**config.mk**
```make
export PLATFORM = sky130hd
export DESIGN_NAME = crc16_frame_deframer_flat
export DESIGN_NICKNAME = d
export VERILOG_FILES = /design/src/design/cfd_pkg.sv /design/src/design/cfd_if.sv /design/src/design/crc16_frame_deframer.sv /design/src/flat_wrapper.sv
export VERILOG_INCLUDE_DIRS = /design/src /design/src/design
export SDC_FILE = /design/constraint.sdc
export NUM_CORES = 1
export LEC_CHECK = 0
export BUFFER_PORTS_ARGS = -buffer_cell sky130_fd_sc_hd__buf_2
export CAP_MARGIN = 5
export CORE_MARGIN = 2
export CORE_UTILIZATION = 44
export CTS_CLUSTER_SIZE = 12
export DETAILED_ROUTE_END_ITERATION = 16
export GPL_TIMING_DRIVEN = 0
export HOLD_SLACK_MARGIN = 0.15
export PLACE_DENSITY_LB_ADDON = 0.15
export SETUP_SLACK_MARGIN = 0.05
export SYNTH_ARGS = -nofsm -noshare
export SYNTH_HDL_FRONTEND = slang
export SYNTH_SLANG_ARGS = --single-unit
```
**constraint.sdc**
```tcl
create_clock -name clk -period 3.8 [get_ports clk]
set_input_delay 0.57 -clock clk [delete_from_list [all_inputs] [get_ports clk]]
set_output_delay 0.57 -clock clk [all_outputs]
set_load 0.1 [all_outputs]
```
**src/design/crc16_frame_deframer_assert.svh**
```systemverilog
// ----------------------------------------------------------------------------
// crc16_frame_deframer assertion macros
// shared property forms for the deframer checks
// ----------------------------------------------------------------------------
`ifndef CRC16_FRAME_DEFRAMER_ASSERT_SVH
`define CRC16_FRAME_DEFRAMER_ASSERT_SVH

// same-cycle implication, disabled in reset
`define CFD_ASSERT_NOW(lbl, clk_s, rst_n, ante, cons, msg) \
	lbl: assert property (@(posedge clk_s) disable iff (!rst_n) (ante) |-> (cons)) \
		else $error(msg);

// next-cycle implication, disabled in reset
`define CFD_ASSERT_NEXT(lbl, clk_s, rst_n, ante, cons, msg) \
	lbl: assert property (@(posedge clk_s) disable iff (!rst_n) (ante) |=> (cons)) \
		else $error(msg);

`endif

```
**src/design/cfd_pkg.sv**
```systemverilog
// ----------------------------------------------------------------------------
// cfd_pkg
// shared widths, register map and crc-16 byte update for the frame deframer
// ----------------------------------------------------------------------------
`timescale 1ns / 1ps
`default_nettype none

package cfd_pkg;

	localparam int BYTE_W  = 8;
	localparam int LEN_W   = 16;
	localparam int CRC_W   = 16;
	localparam int PDATA_W = 32;
	localparam int PADDR_W = 3;

	typedef logic [BYTE_W-1:0] byte_t;
	typedef logic [LEN_W-1:0]  len_t;
	typedef logic [CRC_W-1:0]  crc_t;
	typedef logic [0:0]        reg_idx_t;

	// register map, index = paddr[2]
	localparam reg_idx_t REG_MAGIC    = 1'b0;
	localparam reg_idx_t REG_CRC_INIT = 1'b1;

	localparam byte_t MAGIC_RESET    = 8'hAA;
	localparam crc_t  CRC_INIT_RESET = 16'hFFFF;
	localparam crc_t  CRC_POLY       = 16'h1021;

	// one byte into the crc, msb first
	function automatic crc_t crc16_feed(input crc_t crc_in, input byte_t b);
		crc_t c;
		c = crc_in ^ {b, 8'h00};
		for (int i = 0; i < BYTE_W; i++) begin
			if (c[CRC_W-1]) begin
				c = {c[CRC_W-2:0], 1'b0} ^ CRC_POLY;
			end else begin
				c = {c[CRC_W-2:0], 1'b0};
			end
		end
		return c;
	endfunction

endpackage

`default_nettype wire

```
**src/design/cfd_if.sv**
```systemverilog
// ----------------------------------------------------------------------------
// cfd_if
// valid/ready channels for received bytes and deframer results
// ----------------------------------------------------------------------------
`timescale 1ns / 1ps
`default_nettype none

interface cfd_in_if import cfd_pkg::*; ();
	logic  valid;
	logic  ready;
	byte_t rx_byte;

	modport source (output valid, output rx_byte, input ready);
	modport sink (input valid, input rx_byte, output ready);
endinterface

interface cfd_out_if import cfd_pkg::*; ();
	logic  valid;
	logic  ready;
	logic  kind;
	byte_t data_byte;
	byte_t frame_type;
	byte_t sequence_res;
	len_t  frame_len;
	logic  frame_ok;

	modport source (
		output valid, output kind, output data_byte, output frame_type,
		output sequence_res, output frame_len, output frame_ok,
		input ready
	);
	modport sink (
		input valid, input kind, input data_byte, input frame_type,
		input sequence_res, input frame_len, input frame_ok,
		output ready
	);
endinterface

`default_nettype wire

```
**src/design/crc16_frame_deframer.sv**
```systemverilog
// ----------------------------------------------------------------------------
// crc16_frame_deframer
// byte-serial frame deframer: magic hunt, xor-checked header, streamed
// payload and crc-16 (0x1021, msb first) check with a frame-end status word
// a result word is registered and valid in the cycle after the byte that causes it
// intake: one byte per cycle while the result register is empty or draining
// a held result word does not stop intake once the consumer takes it
// reset: hunting, registers back to magic 0xAA and crc init 0xFFFF, no word
// ----------------------------------------------------------------------------
`timescale 1ns / 1ps
`default_nettype none

`include "crc16_frame_deframer_assert.svh"

module crc16_frame_deframer import cfd_pkg::*; (
	input  wire                clk,
	input  wire                arst_n,
	cfd_in_if.sink             rx,
	cfd_out_if.source          res,
	input  wire                psel,
	input  wire                penable,
	input  wire                pwrite,
	input  wire [PADDR_W-1:0]  paddr,
	input  wire [PDATA_W-1:0]  pwdata,
	output logic [PDATA_W-1:0] prdata,
	output logic               pready
);

	localparam logic [1:0] PH_HUNT    = 2'd0;
	localparam logic [1:0] PH_HEADER  = 2'd1;
	localparam logic [1:0] PH_PAYLOAD = 2'd2;
	localparam logic [1:0] PH_CHECK   = 2'd3;

	// config registers
	byte_t    magic_q;
	crc_t     crc_init_q;
	reg_idx_t reg_idx;
	logic     cfg_wr;

	// frame state
	logic [1:0] phase_q, phase_d;
	len_t       cnt_q, cnt_d;
	byte_t      type_q, type_d;
	byte_t      seq_q, seq_d;
	len_t       len_q, len_d;
	byte_t      hchk_q, hchk_d;
	crc_t       crc_q, crc_d;
	byte_t      crc_low_q, crc_low_d;

	// result register
	logic  res_valid_q;
	logic  res_kind_q;
	byte_t res_data_q;
	logic  res_ok_q;

	logic  in_fire;
	logic  emit;
	logic  emit_kind;
	byte_t emit_data;
	logic  emit_ok;
	crc_t  crc_next;
	len_t  cnt_inc;
	byte_t b;

	assign pready  = 1'b1;
	assign reg_idx = reg_idx_t'(paddr[2]);
	assign cfg_wr  = psel && penable && pwrite && pready;

	always_comb begin
		unique case (reg_idx)
			REG_MAGIC:    prdata = PDATA_W'(magic_q);
			REG_CRC_INIT: prdata = PDATA_W'(crc_init_q);
			default:      prdata = '0;
		endcase
	end

	always_ff @(posedge clk or negedge arst_n) begin
		if (!arst_n) begin
			magic_q    <= MAGIC_RESET;
			crc_init_q <= CRC_INIT_RESET;
		end else if (cfg_wr) begin
			unique case (reg_idx)
				REG_MAGIC:    magic_q    <= pwdata[BYTE_W-1:0];
				REG_CRC_INIT: crc_init_q <= pwdata[CRC_W-1:0];
				default:      ;
			endcase
		end
	end

	// intake runs while the result register is empty or draining
	assign rx.ready = !res_valid_q || res.ready;
	assign in_fire  = rx.valid && rx.ready;
	assign b        = rx.rx_byte;
	assign crc_next = crc16_feed(crc_q, b);
	assign cnt_inc  = cnt_q + len_t'(1);

	always_comb begin
		phase_d   = phase_q;
		cnt_d     = cnt_q;
		type_d    = type_q;
		seq_d     = seq_q;
		len_d     = len_q;
		hchk_d    = hchk_q;
		crc_d     = crc_q;
		crc_low_d = crc_low_q;
		emit      = 1'b0;
		emit_kind = 1'b0;
		emit_data = '0;
		emit_ok   = 1'b0;
		unique case (phase_q)
			PH_HUNT: begin
				if (b == magic_q) begin
					phase_d = PH_HEADER;
					cnt_d   = '0;
					hchk_d  = magic_q;
					crc_d   = crc_init_q;
				end
			end
			PH_HEADER: begin
				crc_d = crc_next;
				if (cnt_q[2]) begin
					// fifth header byte is the check byte
					cnt_d = '0;
					if (hchk_q != b) begin
						phase_d = PH_HUNT;
					end else if (len_q != '0) begin
						phase_d = PH_PAYLOAD;
					end else begin
						phase_d = PH_CHECK;
					end
				end else begin
					case (cnt_q[1:0])
						2'd0:    type_d = b;
						2'd1:    seq_d  = b;
						2'd2:    len_d  = len_t'(b);
						default: len_d  = {b, len_q[BYTE_W-1:0]};
					endcase
					hchk_d = hchk_q ^ b;
					cnt_d  = cnt_inc;
				end
			end
			PH_PAYLOAD: begin
				crc_d     = crc_next;
				cnt_d     = cnt_inc;
				emit      = 1'b1;
				emit_data = b;
				if (cnt_inc == len_q) begin
					phase_d = PH_CHECK;
					cnt_d   = '0;
				end
			end
			PH_CHECK: begin
				if (cnt_q[0] == 1'b0) begin
					crc_low_d = b;
					cnt_d     = len_t'(1);
				end else begin
					cnt_d     = '0;
					phase_d   = PH_HUNT;
					emit      = 1'b1;
					emit_kind = 1'b1;
					emit_ok   = ({b, crc_low_q} == crc_q);
				end
			end
			default: phase_d = PH_HUNT;
		endcase
	end

	always_ff @(posedge clk or negedge arst_n) begin
		if (!arst_n) begin
			phase_q   <= PH_HUNT;
			cnt_q     <= '0;
			type_q    <= '0;
			seq_q     <= '0;
			len_q     <= '0;
			hchk_q    <= '0;
			crc_q     <= CRC_INIT_RESET;
			crc_low_q <= '0;
		end else if (in_fire) begin
			phase_q   <= phase_d;
			cnt_q     <= cnt_d;
			type_q    <= type_d;
			seq_q     <= seq_d;
			len_q     <= len_d;
			hchk_q    <= hchk_d;
			crc_q     <= crc_d;
			crc_low_q <= crc_low_d;
		end
	end

	always_ff @(posedge clk or negedge arst_n) begin
		if (!arst_n) begin
			res_valid_q <= 1'b0;
		end else if (in_fire && emit) begin
			res_valid_q <= 1'b1;
		end else if (res.ready) begin
			res_valid_q <= 1'b0;
		end
	end

	// header fields do not change while a frame emits, so take them live
	always_ff @(posedge clk) begin
		if (in_fire && emit) begin
			res_kind_q <= emit_kind;
			res_data_q <= emit_data;
			res_ok_q   <= emit_ok;
		end
	end

	assign res.valid        = res_valid_q;
	assign res.kind         = res_kind_q;
	assign res.data_byte    = res_data_q;
	assign res.frame_type   = type_q;
	assign res.sequence_res = seq_q;
	assign res.frame_len    = len_q;
	assign res.frame_ok     = res_ok_q;

	`CFD_ASSERT_NEXT(a_crc_hi_ends_frame, clk, arst_n,
		in_fire && phase_q == PH_CHECK && cnt_q[0],
		res_valid_q && res_kind_q && phase_q == PH_HUNT,
		"second crc byte did not produce a frame-end word")

	`CFD_ASSERT_NEXT(a_hunt_is_silent, clk, arst_n,
		in_fire && phase_q == PH_HUNT,
		res_valid_q == $past(res_valid_q && !res.ready),
		"word produced while hunting")

	`CFD_ASSERT_NOW(a_payload_len_nonzero, clk, arst_n,
		phase_q == PH_PAYLOAD,
		len_q != '0 && cnt_q < len_q,
		"payload phase with count outside header length")

	`CFD_ASSERT_NOW(a_check_count, clk, arst_n,
		phase_q == PH_CHECK,
		cnt_q[LEN_W-1:1] == '0,
		"crc phase count beyond the two crc bytes")

	`CFD_ASSERT_NOW(a_frame_end_fields, clk, arst_n,
		res_valid_q && res_kind_q,
		res_data_q == '0,
		"frame-end word carries payload data")

endmodule

`default_nettype wire

```
**src/flat_wrapper.sv**
```systemverilog
// flat-port wrapper written by rule: the top's interface ports become plain ports
module crc16_frame_deframer_flat import cfd_pkg::*;
  (clk, arst_n, psel, penable, pwrite, paddr, pwdata, prdata, pready, rx_valid, rx_rx_byte, rx_ready, res_valid, res_kind, res_data_byte, res_frame_type, res_sequence_res, res_frame_len, res_frame_ok, res_ready);
  cfd_in_if rx_i ();
  cfd_out_if res_i ();
  input  wire clk;
  input  wire arst_n;
  input  wire psel;
  input  wire penable;
  input  wire pwrite;
  input  wire [PADDR_W-1:0] paddr;
  input  wire [PDATA_W-1:0] pwdata;
  output logic [PDATA_W-1:0] prdata;
  output logic pready;
  input wire logic [$bits(rx_i.valid)-1:0] rx_valid;
  input wire logic [$bits(rx_i.rx_byte)-1:0] rx_rx_byte;
  output wire logic [$bits(rx_i.ready)-1:0] rx_ready;
  output wire logic [$bits(res_i.valid)-1:0] res_valid;
  output wire logic [$bits(res_i.kind)-1:0] res_kind;
  output wire logic [$bits(res_i.data_byte)-1:0] res_data_byte;
  output wire logic [$bits(res_i.frame_type)-1:0] res_frame_type;
  output wire logic [$bits(res_i.sequence_res)-1:0] res_sequence_res;
  output wire logic [$bits(res_i.frame_len)-1:0] res_frame_len;
  output wire logic [$bits(res_i.frame_ok)-1:0] res_frame_ok;
  input wire logic [$bits(res_i.ready)-1:0] res_ready;
  assign rx_i.valid = rx_valid;
  assign rx_i.rx_byte = rx_rx_byte;
  assign rx_ready = rx_i.ready;
  assign res_valid = res_i.valid;
  assign res_kind = res_i.kind;
  assign res_data_byte = res_i.data_byte;
  assign res_frame_type = res_i.frame_type;
  assign res_sequence_res = res_i.sequence_res;
  assign res_frame_len = res_i.frame_len;
  assign res_frame_ok = res_i.frame_ok;
  assign res_i.ready = res_ready;
  crc16_frame_deframer u_core (.clk(clk), .arst_n(arst_n), .rx(rx_i), .res(res_i), .psel(psel), .penable(penable), .pwrite(pwrite), .paddr(paddr), .pwdata(pwdata), .prdata(prdata), .pready(pready));
endmodule
```
==> qor.yml <==
worst_hold_path:
  hp-class: "primary input to async pin"
place:
  pre_cts_slack_ns: 0.136
  dp_hpwl_um: 12000
  port_buffers: 90
  gp_congestion: 0.831
detailed_routing:
  drt-met1-wl_um: 7040
  wirelength_um: 16600
  wl_met3_um: 810
  wl_met2_um: 8450
  route.detailed.drc: 0
  dr.pass1.iters: 5
  top_layer: "met4"
  via_per_inst: 5.48
  wl_per_cell_um: 17.8
  ant_nets: 0
  drt-initial-drc-count: 400
  via_count: 5113
finish:
  drive_above_1_share_pct: 35.8
  layout.nets: 796
  layout_common_cells: "buf_2, dfrtp_1, mux2_2"
  final_common_cell: "buf_2"
  nFillCells: 1316
  diodes: 0
  area_growth_pct: 22.0
setup_path:
  cp_data_arrival_time_ns: 3.61
  cp.required_ns: 4.06
  crit_type: "register to register"
  path_max_fanout: 10
  critPathLaunchType: "register"
  end_kind: "register"
sta:
  fmax_ghz: 0.298
  finalMaxSlewViolations: 0
  fin_crit_sh_pct: 88.2
  setup_violations: 0
  hold_violations: 0
  setup_tns_ns: 0
  rsz0062_at_grt: "no"
  finalCriticalPeriod_ns: 3.35
  post-route-worst-setup-slack_ns: 0.450
  worstMarginPinSlew_ns: 0.798
  skew_ns: 0.00937
  slew_headroom_pct: 46.3
global_routing:
  grt_first_pass_wirelength_um: 26500
  grt_util_all_layers_pct: 21.6
  grt_max_degree: 66
  first_global_vias: 5100
  grt_antenna_before_repair: 0
  overflow: 0
synth:
  synth_flop_cell: "dfrtp_1"
  yosys_warnings: 0
  syn_avg_cell_area_um2: 10.7
  ys_top_cells_by_area: "dfrtp_1, dfstp_2, mux2_2, xnor2_1, edfxtp_1"
  netlist_instances: 611
  yosys.area.top_type: "dfrtp_1"
  yosys.area.top_type_share_pct: 27.3
  synth_area_mm2: 0.00651
  async_flop_share_pct: 91.5
  ys_ff_latch: 117
  ys_seq_area_share_pct: 46.4
  synth-edff-count: 10
  synth_cell_types: 65
status:
  status: "complete, no violations"
pwr:
  internal_power_mw: 3.75
  p_clk_share_pct: 25.0
  switching_power_mw: 3.17
  p_per_area_mw_per_mm2: 871
  combPwrFrac_pct: 45.5
  p_sw_share_pct: 45.8
  p_seq_share_pct: 29.5
  power.leakage_nw: 3.53
  vdd.ir_drop.worst_v: 0.000707
clock_tree:
  cts_sinks: 117
  clockBufferDepth: 2
  cts-root-buf: "clkbuf_16"
  cts_tree: "yes"
  htree_levels: 4
  cts_buffers: 17
  hold_buffers: 0
  clk_pin_slew_ns: 0.06
  clkLatencyLatePin_ns: 0.41
floorplan:
  num_rows: 44
  die-area_mm2: 0.0158
  initial_core_util_pct: 45.0
  design.core.area_mm2: 0.0145
  io_pins: 127
  dieWidth_um: 126
  die_h_um: 126
job:
  cap_violations: 0
flip-flops by register name (all words and copies together) (netlist names), named ones only:
name,cells
u_core.crc_init_q,16
u_core.crc_q,16
u_core.magic_q,8
u_core.res.frame_len,16
u_core.res.sequence_res,8
u_core.cnt_q,16
u_core.res.valid,1
u_core.res.frame_type,8
u_core.res.kind,1
u_core.phase_q,1
u_core.hchk_q,8
u_core.res.frame_ok,1
u_core.crc_low_q,8
u_core.res.data_byte,8
layout make-up:
cell class / instances / area [um^2] / area share, %
tap: 184 / 230 / 2.90
buffer: 51 / 293 / 3.69
clock buffer: 26 / 541 / 6.81
timing repair buffer: 91 / 480 / 6.05
inverter: 8 / 30.0 / 0.378
multi-input combinational: 450 / 3230 / 40.7
clock inverter: 6 / 110 / 1.39
sequential: 117 / 3020 / 38.1
kinds of logic (layout without fill, tap and decap cells):
logic type,Yosys count,count (layout),share of synthesized area (%)
flip-flops,117,117,46.4
AO/OA/AOI/OAI,107,107,9.65
AND/OR/NAND/NOR,174,174,15.1
multiplexers,75,75,12.8
other,2,17,0.115
buffers and inverters,59,182,4.96
XOR/XNOR,67,67,9.02
adder cells (fa/ha/maj),10,10,1.92
final timing paths:
kind / from / endpoint / slack (ns) / depth (start not counted)
worst max-delay path: u_core.cnt_q[0]$_DFFE_PN0P_ / u_core.cnt_q[6]$_DFFE_PN0P_ / 0.45 / 10
worst min-delay path: arst_n / u_core.cnt_q[11]$_DFFE_PN0P_ / 0.18 / 1
worst max register to register: u_core.cnt_q[0]$_DFFE_PN0P_ / u_core.cnt_q[6]$_DFFE_PN0P_ / 0.45 / 10
worst min register to register: u_core.crc_q[14]$_DFFE_PN1P_ / u_core.crc_q[14]$_DFFE_PN1P_ / 0.49 / 2
max in group asynchronous: arst_n / u_core.crc_q[5]$_DFFE_PN1P_ / 2.83 / 2
min in group clk: pwdata[15] / u_core.crc_init_q[15]$_DFFE_PN1P_ / 0.39 / 2
worst max-delay path, stage by stage (launching register included):
cell	delay (ns)
dfrtp_1	0.38
buf_2	0.21
nand4_1	0.18
nor4_1	0.75
a21oi_1	0.16
a311o_2	0.40
nor4_1	0.42
nor4b_4	0.14
clkbuf_1	0.29
a21oi_1	0.21
a31oi_1	0.06
through the flow:
stage | instances | hold slack (ns) | utilization (%) | area, um^2 | power, mW
after floorplan | 626 | 0.274 | - | 6570 | 4.55
after global placement | 900 | 0.476 | 50.0 | 7250 | 5.10
after detailed placement | 901 | 0.487 | 50.3 | 7280 | 5.16
after CTS | 933 | 0.181 | 54.7 | 7930 | 6.93
after global routing | 933 | 0.206 | 54.8 | 7940 | 7.24
final | 933 | 0.176 | 54.8 | 7940 | 6.91
repair_timing:
| action | CTS | global route |
|---|---|---|
| buffers inserted | 0 | 0 |
| hold endpoints to repair | 0 | 0 |
| resized for setup | 0 | 2 |
| setup endpoints to repair | 0 | 7 |
metal layers:
layer  track usage [%]  vias up
met4              9.35        0
met1              26.9     2540
li1                  -     2384
met2              36.1      166
met5                 0        -
met3              4.93       23
power groups by stage:
stage	Combinational [mW]	Clock, mW	Sequential, mW
finish	3.15	1.73	2.04
global route	3.35	1.81	2.08
CTS	3.14	1.75	2.04
detailed placement	3.11	0	2.05
global placement	3.07	0	2.03
floorplan	1.59	0	2.95
cells in the mapped netlist (9+ instances only):
master	instances
mux2i_1	10
xor2_1	21
buf_4	18
nand3_1	18
o22ai_1	9
nand2b_1	14
and2_1	17
o21ai_0	52
nand2_1	55
ha_1	10
dfrtp_1	71
dfstp_2	36
nor2_1	13
edfxtp_1	10
a21oi_1	17
mux2_2	64
nand4_1	10
xnor2_1	46
nor4_1	9
clkbuf_1	24
Power figures use the tool's default switching activity.
